[src/sbc_pkg.sv]
// Package for the syllable bigram counter: codes, constants and the types
// that pass between the front end, the queue and the back end. No dependencies.
package sbc_pkg;

  localparam int SYMBOL_CODES_DEF = 94;
  localparam int COUNT_WIDTH_DEF  = 32;
  localparam int CODE_W           = 7;
  localparam int IDX_W            = 14;
  localparam int QUEUE_DEPTH      = 2;
  localparam logic [7:0] CODE_BASE = 8'hA1;

  localparam logic OP_COUNT = 1'b0;
  localparam logic OP_QUERY = 1'b1;

  typedef enum logic [1:0] {
    ST_COUNTED   = 2'd0,
    ST_COUNT_REJ = 2'd1,
    ST_QUERY_OK  = 2'd2,
    ST_QUERY_REJ = 2'd3
  } sbc_status_e;

  typedef struct packed {
    sbc_status_e      kind;
    logic [IDX_W-1:0] row;
    logic [IDX_W-1:0] col;
  } sbc_cmd_t;

  typedef struct packed {
    sbc_status_e status;
    logic [7:0]  follower_lead;
    logic [7:0]  follower_trail;
    logic [31:0] best_count;
    logic        meets_min;
  } sbc_res_t;

endpackage

[src/sbc_queue.sv]
// Short command queue between the front end and the back end.
// Depends on sbc_pkg.
module sbc_queue (
  input  logic              clk_i,
  input  logic              rst_ni,
  input  logic              push_i,
  input  sbc_pkg::sbc_cmd_t data_i,
  output logic              full_o,
  input  logic              pop_i,
  output logic              valid_o,
  output sbc_pkg::sbc_cmd_t data_o
);

  localparam int PW = $clog2(sbc_pkg::QUEUE_DEPTH);

  sbc_pkg::sbc_cmd_t entry_q [sbc_pkg::QUEUE_DEPTH];
  logic [PW-1:0] wr_q, rd_q;
  logic [PW:0]   cnt_q;

  assign full_o  = (cnt_q == (PW+1)'(sbc_pkg::QUEUE_DEPTH));
  assign valid_o = (cnt_q != '0);
  assign data_o  = entry_q[rd_q];

  always_ff @(posedge clk_i or negedge rst_ni) begin
    if (!rst_ni) begin
      wr_q  <= '0;
      rd_q  <= '0;
      cnt_q <= '0;
    end else begin
      if (push_i) wr_q <= wr_q + 1'b1;
      if (pop_i)  rd_q <= rd_q + 1'b1;
      cnt_q <= cnt_q + (PW+1)'(push_i) - (PW+1)'(pop_i);
    end
  end

  always_ff @(posedge clk_i) begin
    if (push_i) entry_q[wr_q] <= data_i;
  end

endmodule

[config.mk]
export PLATFORM = sky130hd
export DESIGN_NAME = sbc_queue
export DESIGN_NICKNAME = d
export VERILOG_FILES = /design/src/sbc_pkg.sv /design/src/sbc_queue.sv
export SDC_FILE = /design/constraint.sdc
export NUM_CORES = 1
export LEC_CHECK = 0
export BUFFER_PORTS_ARGS = -buffer_cell sky130_fd_sc_hd__buf_2
export CORE_MARGIN = 4
export CORE_UTILIZATION = 40
export DETAILED_ROUTE_END_ITERATION = 12
export GPL_ROUTABILITY_DRIVEN = 0
export PLACE_DENSITY = 0.7
export SLEW_MARGIN = 20
export SYNTH_ARGS = -nofsm -noshare
export SYNTH_HDL_FRONTEND = slang
export SYNTH_SLANG_ARGS = --single-unit
[constraint.sdc]
create_clock -name clk_i -period 4.2 [get_ports clk_i]
set_input_delay 0.42 -clock clk_i [delete_from_list [all_inputs] [get_ports clk_i]]
set_output_delay 0.42 -clock clk_i [all_outputs]
set_load 0.05 [all_outputs]
# After elaboration in Yosys (flattened, before gate mapping)
# Memories as Yosys holds them, arrays and structs flattened.
# Index checks and enable logic that the tools add are counted.
# word_totals
word_cells,12
input_bits,34
out_inout_bits,32
ram_bits,60
register_bits,4
memories,1
# op_classes
muxes,2
addsub,4
eq_ne,1
reduce_logical,1
# memory_table
memory,words,word_bits,rd,rd_clocked_by_memory_dff,wr,line,rtl
entry_q,2,30,1,0,1,sbc_queue.sv:16,sbc_pkg::sbc_cmd_t entry_q [sbc_pkg::QUEUE_DEPTH];
# ops
cell,count
1-bit adder (second input constant),2
2-bit by 1-bit adder with 2-bit output,1
2-bit equality test (second input constant),1
1-bit two-way mux,2
2-bit nonzero test,1
2-bit by 1-bit subtractor with 2-bit output,1

# Logic depth before layout (Yosys ltp)
# logic_depth
depth_word,2
mapped_depth,5
ltp_nobuf,5

# Least setup slack after synthesis
# Ideal clock, no wire load.
# synth_timing
path_type,input to register
start,input push_i
end,memory entry_q[0][0] (netlist bit) (enable)
n_path_buf,0
cell_stages,1
arrival_ns,1.782
required_time_ns,3.779
slack_ns,1.997
path_cell_list,nor2b_1
# synth_via
elab_chain_len,2
# synth_lines
element,line,rtl
start: declaration,sbc_queue.sv:6,"input logic push_i,"
1-bit two-way mux,sbc_queue.sv:37,if (push_i) entry_q[wr_q] <= data_i;
1-bit two-way mux (implied by the code),sbc_queue.sv:37,
end: declaration,sbc_queue.sv:16,
# Every way passes these cells.

==> metrics <==
Reg area 1900 sq um; Total GRT Usage 11.5%; LEAKAGE 0.00116 uW; number of global-route vias before repair 1327; Ys Warns 0; status completed; Synth Area per Inst 22.0 sq um; final std cell area, no fill 2970 sq um; Post-Synth XOR/XNOR Area 1.74%; Synth cell types 11; diodes inserted 0; largest net degree at the start of global routing 32; starting density of the core 42.0%; crit share post-route 52.5%; IO Pins 66; vias per inst 4.71; Required @ worst endpoint 3.78 ns; largest family of logic cells by synthesized area multiplexers; Post-CTS Setup Bufs 0; die height 85.0 um; Max-Cap Viols 0; CTS sink cnt 64; cts repair resizes 0; core area 5640 sq um; Sw Ratio 40.4%; combinational fraction of design power 38.8%; Pint 1390 uW; Worst Skew 0.00342 ns; final max-slew violation count 0; Post-Syn Area 2370 sq um; Net Sw Power 941 uW; Mapped Cells 108; Compound-Gate Fraction of Synth Area 0%; Synth Area in Simple Gates 1.05%; Final ANT Viol Nets 0; syn nets 144; clock root buffer clkbuf_8; Peak VDD IR 0.000328 V; Routed Wire Length 3980 um; Post-Synth Adder-Cell Area 1.05%; fin crit period 2.20 ns; startpoint types register; Area growth syn-to-layout 25.2%; crit path max fanout 31; Die Width 85.0 um; die area 7230 sq um; commonest non-fill, non-tap cell in the layout buf_2; setup TNS 0 ns; first-pass iteration count of the detailed router 4; total CTS buffers 9; PD cells 785 nW/um^2; power share of the clock group 20.8%; FILL cells 457; CTS tree built; port buffer count 65; Hold Fails Final Rpt 0; Worst Max-Slew Pin Slew 0.687 ns; mux cell area share after synthesis 14.2%; RSZ-0062 raised after global routing false; WL/cell 15.2 um; most frequent cells in the layout buf_2, edfxtp_1, mux2_2, clkbuf_8, clkinv_2; WP data arrival 1.78 ns; final setup fails 0; # rows 27; cells along the critical path mux2_2, buf_2; initial antenna violation count 0; FMAX 454 MHz; Crit Path Class reg -> out; Overflow after GRT 0; FF+latch count, synth 64; Worst-path clk slew 0.07 ns; layout cell share with drive strength beyond 1 60.8%; Max Buffers Root-to-Sink 2; sequential share of power 40.4%; global-route wire length before repair 6210 um; Crit-path slowest cell dfrtp_2; placed instance area 2770 sq um; Nets 220; crit-path max cell delay 0.81 ns; via count of the routed design 1229; DP HPWL 2780 um; Initial DRC Count 32; register area share after synthesis 80.2%; hold_buf cts 1; hold crit path type in -> reg; Residual DRC 0; nature of the critical path endpoint primary output; multi-input logic area 432 sq um; htree depth 3; normalized max-slew margin 54.2%; latest clock arrival within the worst-skew pair 0.32 ns
-- metal layers --
layer  track usage, %  vias up  part of all wire [%]  wire (um)
li1                 -      571                     -          -
met1             11.4      601                    36       1440
met2             20.8       51                    55       2190
met3             3.79        6                   7.1        282
met4             6.47        0                   1.8         70
met5                0        -                     0          0
-- stage by stage --
step	setup slack (ns)	utilization (%)	cells	power (uW)	hold WS [ns]
2_1_floorplan	2.00	-	108	1690	0.124
3_3_place_gp	1.94	49.1	244	1850	0.229
3_5_place_dp	2.26	49.1	244	1870	0.235
4_1_cts	1.95	52.6	261	2370	0.264
5_1_grt	1.89	52.6	261	2440	0.263
6_report	2.00	52.6	261	2330	0.282
-- final cells by class --
| type | instances | share of cell area (%) |
|---|---|---|
| inverters | 2 | 0.253 |
| repair buffers | 68 | 11.8 |
| clock buffers | 9 | 4.17 |
| well taps | 72 | 3.03 |
| multi-input cells | 39 | 14.5 |
| flip-flops and latches | 64 | 64.1 |
| clock inverters | 7 | 2.11 |
-- flip-flops by register name, indices dropped and copies added (netlist names) --
signal   count
rd_q         1
entry_q     60
cnt_q        2
wr_q         1
-- worst paths after layout --
check,from,end,slack [ns],cells past startpoint
max,rd_q,data_o[22],2.00,2
min,data_i[8],entry_q[0][8],0.28,1
max reg2reg,wr_q,entry_q[0][7],2.52,2
min reg2reg,wr_q,wr_q,0.51,1
max in group asynchronous,rst_ni,rd_q,3.63,2
min in group asynchronous,rst_ni,wr_q,0.43,2
-- Yosys cell counts (all sizes together) --
cell    instances  area [sq um]
inv             2          7.51
xor2            2          17.5
mux2           30           338
buf             3          33.8
or2             1          6.26
nor2b           2          12.5
ha              2          25.0
dfrtp           4           100
edfxtp         60          1800
and2            1          6.26
xor3            1          23.8
-- logic make-up after synthesis --
logic type | Yosys count
adder cells (fa/ha/maj) | 2
flip-flops | 64
XOR/XNOR | 3
AND/OR/NAND/NOR | 4
buffers and inverters | 5
multiplexers | 30
-- critical path, delay by kind of cell, from the launching register on --
family	cells	cell delay, ns
flops	1	0.81
mux	1	0.43
buf+inv	1	0.22
-- power by group through the flow --
stage | registers, uW | logic [uW] | clock network (uW)
after detailed placement | 962 | 913 | 0
after global routing | 963 | 941 | 531
after floorplan | 897 | 795 | 0
after CTS | 948 | 917 | 501
after global placement | 948 | 906 | 0
final | 942 | 903 | 484
Note: power is estimated with default switching activity, not from simulation.
