==> config.mk <==
export PLATFORM = sky130hd
export DESIGN_NAME = sbc_front_flat
export DESIGN_NICKNAME = d
export VERILOG_FILES = /design/src/sbc_pkg.sv /design/src/sbc_in_if.sv /design/src/sbc_front.sv /design/src/flat_wrapper.sv
export SDC_FILE = /design/constraint.sdc
export NUM_CORES = 1
export LEC_CHECK = 0
export ABC_AREA = 0
export BUFFER_PORTS_ARGS = -buffer_cell sky130_fd_sc_hd__buf_2
export CAP_MARGIN = 20
export CORE_MARGIN = 4
export CORE_UTILIZATION = 59
export DETAILED_ROUTE_END_ITERATION = 6
export PLACE_DENSITY = 0.9
export SLEW_MARGIN = 20
export SYNTH_ARGS = -nofsm -noshare
export SYNTH_HDL_FRONTEND = slang
export SYNTH_SLANG_ARGS = --single-unit
==> constraint.sdc <==
create_clock -name vclk -period 9.4
set_clock_uncertainty 0.15 [all_clocks]
set_input_delay 1.88 -clock vclk [all_inputs]
set_output_delay 1.88 -clock vclk [all_outputs]
set_load 0.03 [all_outputs]
==> src/sbc_pkg.sv <==
// Package for the syllable bigram counter: codes, constants and the types
// that pass between the front end, the queue and the back end. No dependencies.
package sbc_pkg;

  localparam int SYMBOL_CODES_DEF = 94;
  localparam int COUNT_WIDTH_DEF  = 32;
  localparam int CODE_W           = 7;
  localparam int IDX_W            = 14;
  localparam int QUEUE_DEPTH      = 2;
  localparam logic [7:0] CODE_BASE = 8'hA1;

  localparam logic OP_COUNT = 1'b0;
  localparam logic OP_QUERY = 1'b1;

  typedef enum logic [1:0] {
    ST_COUNTED   = 2'd0,
    ST_COUNT_REJ = 2'd1,
    ST_QUERY_OK  = 2'd2,
    ST_QUERY_REJ = 2'd3
  } sbc_status_e;

  typedef struct packed {
    sbc_status_e      kind;
    logic [IDX_W-1:0] row;
    logic [IDX_W-1:0] col;
  } sbc_cmd_t;

  typedef struct packed {
    sbc_status_e status;
    logic [7:0]  follower_lead;
    logic [7:0]  follower_trail;
    logic [31:0] best_count;
    logic        meets_min;
  } sbc_res_t;

endpackage

==> src/sbc_in_if.sv <==
// Input request channel of the bigram counter.
// Plain valid/ready handshake; no dependencies.
interface sbc_in_if;
  logic       valid;
  logic       ready;
  logic       opcode;
  logic [7:0] first_lead;
  logic [7:0] first_trail;
  logic [7:0] second_lead;
  logic [7:0] second_trail;

  modport source (output valid, opcode, first_lead, first_trail, second_lead,
                  second_trail, input ready);
  modport sink (input valid, opcode, first_lead, first_trail, second_lead,
                second_trail, output ready);
endinterface

==> src/sbc_front.sv <==
// Front end: checks the byte ranges of a request and turns it into a
// row/column command. Depends on sbc_pkg and sbc_in_if.
module sbc_front #(
  parameter int SYMBOL_CODES = sbc_pkg::SYMBOL_CODES_DEF
) (
  sbc_in_if.sink           in_i,
  input  logic             init_done_i,
  input  logic             ready_i,
  output logic             valid_o,
  output sbc_pkg::sbc_cmd_t cmd_o
);

  logic [7:0] off_fl, off_ft, off_sl, off_st;
  logic       ok_fl, ok_ft, ok_sl, ok_st;
  logic [sbc_pkg::CODE_W-1:0] c_fl, c_ft, c_sl, c_st;

  assign off_fl = in_i.first_lead   - sbc_pkg::CODE_BASE;
  assign off_ft = in_i.first_trail  - sbc_pkg::CODE_BASE;
  assign off_sl = in_i.second_lead  - sbc_pkg::CODE_BASE;
  assign off_st = in_i.second_trail - sbc_pkg::CODE_BASE;

  assign ok_fl = (in_i.first_lead   >= sbc_pkg::CODE_BASE) && (off_fl < 8'(SYMBOL_CODES));
  assign ok_ft = (in_i.first_trail  >= sbc_pkg::CODE_BASE) && (off_ft < 8'(SYMBOL_CODES));
  assign ok_sl = (in_i.second_lead  >= sbc_pkg::CODE_BASE) && (off_sl < 8'(SYMBOL_CODES));
  assign ok_st = (in_i.second_trail >= sbc_pkg::CODE_BASE) && (off_st < 8'(SYMBOL_CODES));

  assign c_fl = off_fl[sbc_pkg::CODE_W-1:0];
  assign c_ft = off_ft[sbc_pkg::CODE_W-1:0];
  assign c_sl = off_sl[sbc_pkg::CODE_W-1:0];
  assign c_st = off_st[sbc_pkg::CODE_W-1:0];

  always_comb begin
    cmd_o.row = sbc_pkg::IDX_W'(c_fl * SYMBOL_CODES + c_ft);
    cmd_o.col = sbc_pkg::IDX_W'(c_sl * SYMBOL_CODES + c_st);
    if (in_i.opcode == sbc_pkg::OP_QUERY) begin
      cmd_o.kind = (ok_fl && ok_ft) ? sbc_pkg::ST_QUERY_OK : sbc_pkg::ST_QUERY_REJ;
    end else begin
      cmd_o.kind = (ok_fl && ok_ft && ok_sl && ok_st) ? sbc_pkg::ST_COUNTED
                                                      : sbc_pkg::ST_COUNT_REJ;
    end
  end

  // hold off requests until the row marks have been cleared
  assign in_i.ready = ready_i && init_done_i;
  assign valid_o    = in_i.valid && init_done_i;

endmodule

==> src/flat_wrapper.sv <==
// flat-port wrapper written by rule: the top's interface ports become plain ports
module sbc_front_flat 
#(
  parameter int SYMBOL_CODES = sbc_pkg::SYMBOL_CODES_DEF
)
  (init_done_i, ready_i, valid_o, cmd_o, in_i_valid, in_i_opcode, in_i_first_lead, in_i_first_trail, in_i_second_lead, in_i_second_trail, in_i_ready);
  sbc_in_if in_i_i ();
  input  logic init_done_i;
  input  logic ready_i;
  output logic valid_o;
  output sbc_pkg::sbc_cmd_t cmd_o;
  input wire logic [$bits(in_i_i.valid)-1:0] in_i_valid;
  input wire logic [$bits(in_i_i.opcode)-1:0] in_i_opcode;
  input wire logic [$bits(in_i_i.first_lead)-1:0] in_i_first_lead;
  input wire logic [$bits(in_i_i.first_trail)-1:0] in_i_first_trail;
  input wire logic [$bits(in_i_i.second_lead)-1:0] in_i_second_lead;
  input wire logic [$bits(in_i_i.second_trail)-1:0] in_i_second_trail;
  output wire logic [$bits(in_i_i.ready)-1:0] in_i_ready;
  assign in_i_i.valid = in_i_valid;
  assign in_i_i.opcode = in_i_opcode;
  assign in_i_i.first_lead = in_i_first_lead;
  assign in_i_i.first_trail = in_i_first_trail;
  assign in_i_i.second_lead = in_i_second_lead;
  assign in_i_i.second_trail = in_i_second_trail;
  assign in_i_ready = in_i_i.ready;
  sbc_front #(.SYMBOL_CODES(SYMBOL_CODES)) u_core (.in_i(in_i_i), .init_done_i(init_done_i), .ready_i(ready_i), .valid_o(valid_o), .cmd_o(cmd_o));
endmodule
# Yosys cells after proc, flatten, opt, wreduce, memory -nomap -nowiden
# Index checks and enable logic that the tools add are counted.
# totals
reg_bits,0
input_bits,36
wordCells,28
# classes
add_sub_neg,6
multipliers,2
order_cmp,8
muxes,3
n_reduce_logical,9
# ops
cell,count
8-bit greater-or-equal comparator (second input constant),4
8-bit by 7-bit less-than comparator with 1-bit output (second input constant),4
8-bit subtractor (second input constant),4
14-bit by 7-bit adder with 14-bit output,2
7-bit by 6-bit multiplier with 13-bit output (second input constant),2
1-bit logical AND,9
1-bit two-way mux,2
2-bit two-way mux,1

# Logic depth before layout (Yosys ltp)
# depth
ltp_word,8
depth_mapped,20
depth_no_buf,20

# Worst setup path after synthesis
# Ideal clock, no wire load.
# synth_path
path_type,input-to-output
startpoint,input port in_i_second_lead[0]
endpoint,output port cmd_o[11] (netlist bit)
arrival_ns,6.477
t_required_ns,7.370
setup_slack_ns,0.893
path_stages,15
n_path_buf,0
cell_sequence,inv_1 ha_1 nor3b_1 xor2_1 fa_1 inv_1 fa_1 fa_1 inv_1 ha_1 and4_2 a311oi_1 xor2_1 or4_4 xor2_1
# synth_lines
element,line,text
from (decl),flat_wrapper.sv:16,input wire logic [$bits(in_i_i.second_lead)-1:0] in_i_second_lead;
to (decl),flat_wrapper.sv:11,output sbc_pkg::sbc_cmd_t cmd_o;

==> impl_metrics.env <==
export IMPL_status="completed"
export IMPL_nClkBuffers=0
export IMPL_path_max_fanout=6
export IMPL_grt_total_usage_pct=20.7
export IMPL_hold_viol_final=0
export IMPL_hold_class="primary input to output pin"
export IMPL_io_pins=68
export IMPL_grt_setup_unrepaired="false"
export IMPL_antenna_found_initial=0
export IMPL_ys_top_cells_by_area="ha_1 30%, fa_1 18%, inv_1 10%"
export IMPL_final_setup_tns_ns=0
export IMPL_die_h_um=81.1
export IMPL_synth_avg_cell_area_um2=8.08
export IMPL_setup_viol_count_final=0
export IMPL_first_global_vias=2765
export IMPL_ys_seq_area_share_pct=0
export IMPL_synth_nets=529
export IMPL_synthCells=390
export IMPL_avgViaCountPerCell=5.28
export IMPL_worstSetupPathType="primary input to output pin"
export IMPL_drv_cap=0
export IMPL_crit_arrival_ns=7.02
export IMPL_final_util_pct=69.9
export IMPL_synth_most_common_cell="inv_1"
export IMPL_n_antenna_cell=0
export IMPL_fin_crit_sh_pct=96.3
export IMPL_cts_setup_buffers=0
export IMPL_ant_nets=0
export IMPL_crit_path_end_kind="output pin"
export IMPL_vias=2793
export IMPL_register_area_um2=0
export IMPL_wl_um=6620
export IMPL_finalCriticalPeriod_ns=9.05
export IMPL_die_w_um=81.1
export IMPL_synth_cell_types=41
export IMPL_worst_pin_slew_ns=0.606
export IMPL_synth_top_area_cell="ha_1"
export IMPL_ys_warn_count=0
export IMPL_relSlewSlack_pct=59.5
export IMPL_routedWlPerCell_um=12.5
export IMPL_fmax_mhz=110
export IMPL_die_area_mm2=0.00658
export IMPL_core_area_mm2=0.00514
export IMPL_synth_top_area_share_pct=29.8
export IMPL_route_detailed_drc=0
export IMPL_final_net_count=600
export IMPL_cp_data_required_time_ns=7.37
export IMPL_hold_slack_ns=3.88
export IMPL_critPathLaunchType="primary input"
export IMPL_fillers=403
export IMPL_drive_gt1_share_pct=17.0
export IMPL_dr_pass1_iters=4
export IMPL_grt_overflow_total=0
export IMPL_mappedNetlistArea_mm2=0.00315
export IMPL_gp_congestion=0.833
export IMPL_slew_viol_final=0
export IMPL_drt_initial_drc_count=56
export IMPL_areaGrowthSynthToFinish_pct=14.1
export IMPL_grt_max_degree=7
export IMPL_io_buffer_count=68
export IMPL_start_util_pct=61.3
export IMPL_grt_pass1_wl_um=11200
export IMPL_synth_common_cells="87 x inv_1, 75 x ha_1, 32 x xnor2_1"
export IMPL_seq_cell_count=0
export IMPL_rows=26
export IMPL_place_hpwl_um=6030
[cells in the final DEF, fill, tap and decap left out, drive strengths merged, types with 5 or more instances in the layout]
cell type	netlist	layout
inv	87	87
ha	75	75
buf	1	70
xnor2	32	32
fa	28	28
xor2	27	27
nand2	22	22
a21oi	18	18
o21ai	16	16
nor2	13	13
nor3	12	12
a21o	11	11
a31oi	5	5
o21bai	5	5
nor2b	5	5
[critical path, cell delays in order]
cell	delay [ns]
buf_2	0.13
inv_1	0.14
ha_1	0.29
nor3b_1	0.38
xor2_2	0.37
fa_1	0.48
inv_1	0.08
fa_1	0.45
fa_1	0.56
inv_1	0.04
ha_1	0.36
and4_2	0.24
a311oi_1	0.31
xor2_1	0.17
or4_4	0.56
nor3_2	0.21
xnor2_1	0.15
buf_2	0.22
[routing by layer]
layer	GRT usage, %	vias to the layer above	routed length, um
li1	-	1414	-
met4	4.39	0	121
met2	40.4	78	3300
met1	24.6	1285	2850
met5	0	-	0
met3	1.33	16	348
[metrics by stage]
step	std cells	cell area [um2]	worst slack, ns
4_1_cts	529	3590	0.296
6_report	529	3590	0.350
3_5_place_dp	529	3590	0.313
3_3_place_gp	529	3590	0.577
5_1_grt	529	3590	0.0341
2_1_floorplan	390	3150	0.893
[area by class of cell]
class	count	area, um2	area share [%]
well taps	70	87.6	2.44
repair buffers	70	355	9.89
inverters	87	327	9.08
multi-input cells	302	2830	78.6
[kinds of logic after synthesis]
group	share of synthesized area (%)
AO/OA/AOI/OAI	13.3
XOR/XNOR	16.4
multiplexers	0.318
AND/OR/NAND/NOR	11.8
adder cells (fa/ha/maj)	47.6
buffers and inverters	10.6
[final timing paths]
check,start,to,slack (ns),cells after the start
max,in_i_second_lead[0],cmd_o[13],0.35,18
min,in_i_opcode,cmd_o[29],3.88,2
[timing repair]
| action | CTS | global route |
|---|---|---|
| setup endpoints to repair | 0 | 1 |
| hold endpoints to repair | 0 | 0 |
| resized for setup | 0 | 1 |
| hold buffers | 0 | 0 |
Power is left out: the tool's default activity adds up to more than one toggle a clock period on the data nets, which glitch-free logic cannot reach.
